$ cat config.mk
export PLATFORM = sky130hd
export DESIGN_NAME = fla_ctrl
export DESIGN_NICKNAME = d
export VERILOG_FILES = /design/src/sv/fla_pkg.sv /design/src/sv/fla_ctrl.sv
export SDC_FILE = /design/constraint.sdc
export NUM_CORES = 1
export LEC_CHECK = 0
export ABC_CLOCK_PERIOD_IN_PS = 4240
export BUFFER_PORTS_ARGS = -buffer_cell sky130_fd_sc_hd__buf_2
export CORE_AREA = 5 5 42 44
export CTS_CLUSTER_SIZE = 28
export DETAILED_ROUTE_END_ITERATION = 7
export DIE_AREA = 0 0 47 49
export MAX_ROUTING_LAYER = met4
export SLEW_MARGIN = 40
export SYNTH_ARGS = -nofsm -noshare
export SYNTH_HDL_FRONTEND = slang
export SYNTH_SLANG_ARGS = --single-unit
$ cat constraint.sdc
create_clock -name clk -period 4.24 [get_ports clk]
set_input_delay 1.272 -clock clk [delete_from_list [all_inputs] [get_ports clk]]
set_output_delay 1.272 -clock clk [all_outputs]
set_load 0.03 [all_outputs]
$ cat src/sv/fla_pkg.sv
// ----------------------------------------------------------------------------
// fla_pkg: shared types and constants
// Operation and status codes, widths, and the controller/datapath command
// and status groups of the free-list block allocator.
// ----------------------------------------------------------------------------
package fla_pkg;

  localparam int MAX_SLOTS = 1024;
  localparam int SLOT_W    = $clog2(MAX_SLOTS);  // slot index width
  localparam int LINK_W    = SLOT_W + 1;         // link, head, count, capacity
  localparam int CAP_W     = 11;                 // capacity register width
  localparam int FUNC_W    = 2;
  localparam int STAT_W    = 3;
  localparam int MEM_W     = LINK_W + 1;         // {used, link}

  typedef enum logic [FUNC_W-1:0] {
    FN_ALLOC = 2'd0,
    FN_FREE  = 2'd1,
    FN_CLEAR = 2'd2
  } func_t;

  typedef enum logic [STAT_W-1:0] {
    ST_OK          = 3'd0,
    ST_EMPTY       = 3'd1,
    ST_HEAD_USED   = 3'd2,
    ST_DOUBLE_FREE = 3'd3,
    ST_RANGE       = 3'd4
  } status_t;

  typedef enum logic [2:0] {
    S_INIT,   // wipe after reset
    S_IDLE,   // take a word
    S_EXEC,   // link word read back, act on it
    S_CLR,    // wipe for a clear
    S_FIN     // deliver the clear result
  } state_t;

  typedef struct packed {
    logic accept;
    logic exec;
    logic load_out;
    logic wipe_start;
    logic wipe_step;
  } dp_cmd_t;

  typedef struct packed {
    logic is_clear;
    logic wipe_last;
  } dp_sts_t;

  // Bound the latched capacity to 1..MAX_SLOTS.
  function automatic logic [LINK_W-1:0] clamp_cap(input logic [CAP_W-1:0] v);
    logic [LINK_W-1:0] r;
    if (v == '0) begin
      r = LINK_W'(1);
    end else if (int'(v) > MAX_SLOTS) begin
      r = LINK_W'(MAX_SLOTS);
    end else begin
      r = LINK_W'(v);
    end
    return r;
  endfunction

  localparam logic [CAP_W-1:0]  CAP_RESET  = CAP_W'(1024);
  localparam logic [LINK_W-1:0] END_MARK   = LINK_W'(MAX_SLOTS);

endpackage

$ cat src/sv/fla_ctrl.sv
// ----------------------------------------------------------------------------
// fla_ctrl: allocator controller
// Sequences wipe passes, link read and update, and the result register.
// ----------------------------------------------------------------------------
module fla_ctrl (
  input  logic             clk,
  input  logic             rst_n,
  input  logic             in_valid,
  output logic             in_ready,
  output logic             out_valid,
  input  logic             out_ready,
  input  fla_pkg::dp_sts_t sts,
  output fla_pkg::dp_cmd_t cmd
);

  fla_pkg::state_t state_r, state_nxt;
  logic            out_valid_r, out_valid_nxt;
  logic            out_free;

  assign out_free  = !out_valid_r || out_ready;
  assign out_valid = out_valid_r;

  always_ff @(posedge clk) begin
    if (!rst_n) begin
      state_r     <= fla_pkg::S_INIT;
      out_valid_r <= 1'b0;
    end else begin
      state_r     <= state_nxt;
      out_valid_r <= out_valid_nxt;
    end
  end

  always_comb begin
    state_nxt = state_r;
    cmd       = '0;
    in_ready  = 1'b0;
    unique case (state_r)
      fla_pkg::S_INIT: begin
        cmd.wipe_step = 1'b1;
        if (sts.wipe_last) begin
          state_nxt = fla_pkg::S_IDLE;
        end
      end
      fla_pkg::S_IDLE: begin
        in_ready = 1'b1;
        if (in_valid) begin
          cmd.accept = 1'b1;
          state_nxt  = fla_pkg::S_EXEC;
        end
      end
      fla_pkg::S_EXEC: begin
        if (sts.is_clear) begin
          cmd.wipe_start = 1'b1;
          state_nxt      = fla_pkg::S_CLR;
        end else if (out_free) begin
          cmd.exec     = 1'b1;
          cmd.load_out = 1'b1;
          state_nxt    = fla_pkg::S_IDLE;
        end
      end
      fla_pkg::S_CLR: begin
        cmd.wipe_step = 1'b1;
        if (sts.wipe_last) begin
          state_nxt = fla_pkg::S_FIN;
        end
      end
      fla_pkg::S_FIN: begin
        if (out_free) begin
          cmd.load_out = 1'b1;
          state_nxt    = fla_pkg::S_IDLE;
        end
      end
      default: begin
        state_nxt = fla_pkg::S_INIT;
      end
    endcase
  end

  // hold the result word until taken; a new load replaces a taken one
  always_comb begin
    if (cmd.load_out) begin
      out_valid_nxt = 1'b1;
    end else if (out_ready) begin
      out_valid_nxt = 1'b0;
    end else begin
      out_valid_nxt = out_valid_r;
    end
  end

endmodule

# == Word-level counts from Yosys, hierarchy flattened ==
# Index checks and enable logic that the tools add are counted.
# totals
romBits,0
latchBits,0
ff_bits,4
wordCells,34
ramBits,0
n_memories,0
# op_classes
reduce_logical,6
n_shift,0
bitwise_logic,0
n_lt_le_gt_ge,0
n_eq_ne,7
add_sub_neg,0
muxes,19
div_mod_pow,0
mul,0
# ops
operator,n
$mux W3,5
$pmux W3 S5,1
$mux W1,10
$eq A3 B2 Y1 const B,2
$ne A2 B2 Y1 const B,3
$mux W2,2
$eq A3 B1 Y1 const B,1
$eq A3 B3 Y1 const B,1
$logic_not A3 Y1,1
$reduce_and A3 Y1,1
$pmux W1 S2,1
$reduce_bool A2 Y1,1
$reduce_or A2 Y1,1
$logic_not A1 Y1,1
$logic_or A1 B1 Y1,1

# == Logic depth before layout (Yosys ltp) ==
# logic_depth
word_depth,6
depth_mapped,4
depth_no_buf,3

# == Least setup slack after synthesis ==
# No wires, ideal clock.
# synth_path
kind,input -> output
startpoint,in sts[1] in the netlist's numbering
endpoint,out cmd[3] in the netlist's numbering
t_required_ps,2968
path_slack_ps,611
path_stages,2
arrival_time_ps,2357
path_cell_list,or3b_1 > nor3_1
# synth_rtl
element,line,rtl
"start, declared",fla_ctrl.sv:12,"input fla_pkg::dp_sts_t sts,"
"end, declared",fla_ctrl.sv:13,output fla_pkg::dp_cmd_t cmd

==> metrics <==
status=finished, final reports clean; routed vias=296; # hold bufs at CTS=0; core outline area=0.00140 mm²; CP Buf/Inv Count=2; Final HPWL DP=553 µm; cell taking the most area after synthesis=dfxtp_1; crit path DAT=2.20 ns; worst-path cell chain=buf_2, or3b_1, a211oi_1, buf_2; largest net degree at the start of global routing=15; critical path startpoint category=primary input; Routed met1 length=267 µm; PwrDens=533 mW/mm²; Site Rows=14; f_max=0.288 GHz; critical path endpoint category=output port; # IOs=13; Clk pwr share=21.2%; area share of the leading cell type in the synthesized netlist=24.4%; Top Metal Used=met3; final hold vios=0; Primary FF master, synth=dfxtp_1; Crit Path Class=in2out; CP max FO=3; post-CTS setup buffers=0; Hold Path Depth=2; Multi-input gate area=219 µm²; Hold Crit Class=reg2reg; Leak=0.164 nW; CTS tree=done; Post-synth top cells=dfxtp_1, nor2_1; CTS Sinks=4; Peak VDD IR=0.156 mV; Area Growth Syn to Fin=22.5%; Slew HR=70.9%; share of async-settable or async-resettable flops after synthesis=0%; die width=47 µm; DR iter-0 viols=1; clk buf depth=2; required time of the worst setup path=2.97 ns; cell internal pwr=0.000118 W; crit path time final=3.47 ns; Final Power=0.000214 W; CTS Root Cell=clkbuf_4; Crit-path slowest cell=or3b_1; TNS Setup=0 ns; Reg2Reg Setup Slack=2.91 ns; FF+latch count, synth=4; synth top area cells=dfxtp_1, or3b_1, o41ai_2, nor3b_1, o21a_1; max-slew violations=0; RSZ-0062 raised after global routing=false; DR DRC count=0; net switching power=0.0000965 W; Synth Instances=39; FF-to-FF Start=state_r[0]$_SDFFE_PN0P_; port bufs=12; die extent in y=49 µm; MaxCap Viol Count=0; sequential fraction of the synthesis area=24.4%; # nets final=58; Setup-failing EPs final=0; layout cells sized above 1=34.0%; die area=0.00230 mm²; final worst setup slack=0.772 ns; clock-pin slew on the worst setup and hold paths=0.03 ns; total global-route track usage=7.51%; reg2reg end=state_r[0]$_SDFFE_PN0P_; dpl ws=0.762 ns; routed vias/inst=4.48; yosys warns=0; post_cts resized=0; ant diodes=0; CP max stage delay=0.39 ns; path depth of the worst reg2reg path=3; min-delay src=state_r[1]$_SDFFE_PN0P_; grt ovf=0; fin crit share=81.8%; WL/cell=10.2 µm; Net Count, Synth=45; most frequent cell after synthesis=dfxtp_1; most frequent CP cell=buf_2; H-tree depth=1; global-route wire length before repair=1220 µm; met3 wire len=46 µm; synthesized area per cell=8.41 µm²; Reg power frac=31.3%; vias in the first global route=304; drt first pass iters=2; remaining antenna violation count=0; Initial Util=23.4%; skew final=0.000684 ns; Sw Ratio=45.1%; hold endpoint=state_r[1]$_SDFFE_PN0P_; Layout fillers=166; initial antenna violation count=0; Register Area=80.1 µm²; DRT Wirelength=671 µm; family with the most delay on the worst path=simple AND/OR/NAND/NOR gates; Distinct cells, synth=27; clk_lat worst skew=0.23 ns; Slew @ Worst Pin=0.437 ns; metal2 WL=358 µm; CTS buffer count=3; Combinational Power Share=47.4%; GP Congestion=0.717; Post-Syn Area=328 µm²; Post-synth EDFFs=0
[worst min-delay path, stage by stage, from the launching register on]
cell and delay (ns):
dfxtp_1 0.40, nand4_1 0.11, o31ai_1 0.07
[final cells by class]
type,count,area share (%)
repair buffers,12,15.0
flip-flops and latches,4,19.9
well taps,16,4.98
clock buffers,3,5.61
multi-input cells,31,54.5
[metal layers]
metal  up-vias  global-route usage (%)
met1       127                    8.13
li1        165                       -
met5         -                       -
met4         0                    5.53
met2         4                    11.1
met3         0                    2.21
[per-stage QoR]
step / cells / cell area [µm²] / hold WS, ns / utilization (%)
floorplan: 39 / 328 / 0.591 / -
global placement: 63 / 379 / 0.631 / 27.1
detailed placement: 63 / 379 / 0.630 / 27.1
CTS: 66 / 402 / 0.631 / 28.7
global route: 66 / 402 / 0.704 / 28.7
finish: 66 / 402 / 0.638 / 28.7
[logic make-up (layout without fill, tap and decap cells)]
logic type / count (synthesis) / in the layout / share of synthesized area, %
and+or+nand+nor: 20 / 20 / 39.7
AOI/OAI and AO/OA: 9 / 9 / 21.4
DFF: 4 / 4 / 24.4
buffers and inverters: 4 / 15 / 8.78
xor gates and xnor gates: 1 / 1 / 2.67
muxes: 1 / 1 / 3.05
[sequential cells by signal, indices dropped and copies added, names as in the netlist]
register,count
out_valid,1
state_r,3
[worst max-delay path by stage]
stage                     startpoint      to  slack, ns  depth (start not counted)
after global placement        sts[1]  cmd[2]       0.77                          4
after detailed placement      sts[1]  cmd[2]       0.76                          4
after global routing          sts[1]  cmd[3]       0.68                          4
after CTS                     sts[1]  cmd[2]       0.76                          4
final                         sts[1]  cmd[2]       0.77                          4
after floorplan               sts[1]  cmd[3]       0.61                          2
[cell usage in the layout, fill, tap and decap left out, types with 2 or more instances in the layout]
cell type and n:
nor3b_1 2, nor2_1 3, or2b_1 2, and2_1 2
o21a_1 2, dfxtp_1 4, or3b_1 2, nand4_1 2
buf_2 12, clkbuf_4 3
[power by group through the flow]
stage	combinational [W]	sequential [W]	clock [W]
finish	0.000102	0.0000670	0.0000455
global route	0.000113	0.0000708	0.0000484
CTS	0.000103	0.0000668	0.0000480
detailed placement	0.000103	0.0000677	0
global placement	0.000102	0.0000675	0
floorplan	0.0000990	0.0000538	0
(Power assumes the default switching activity.)
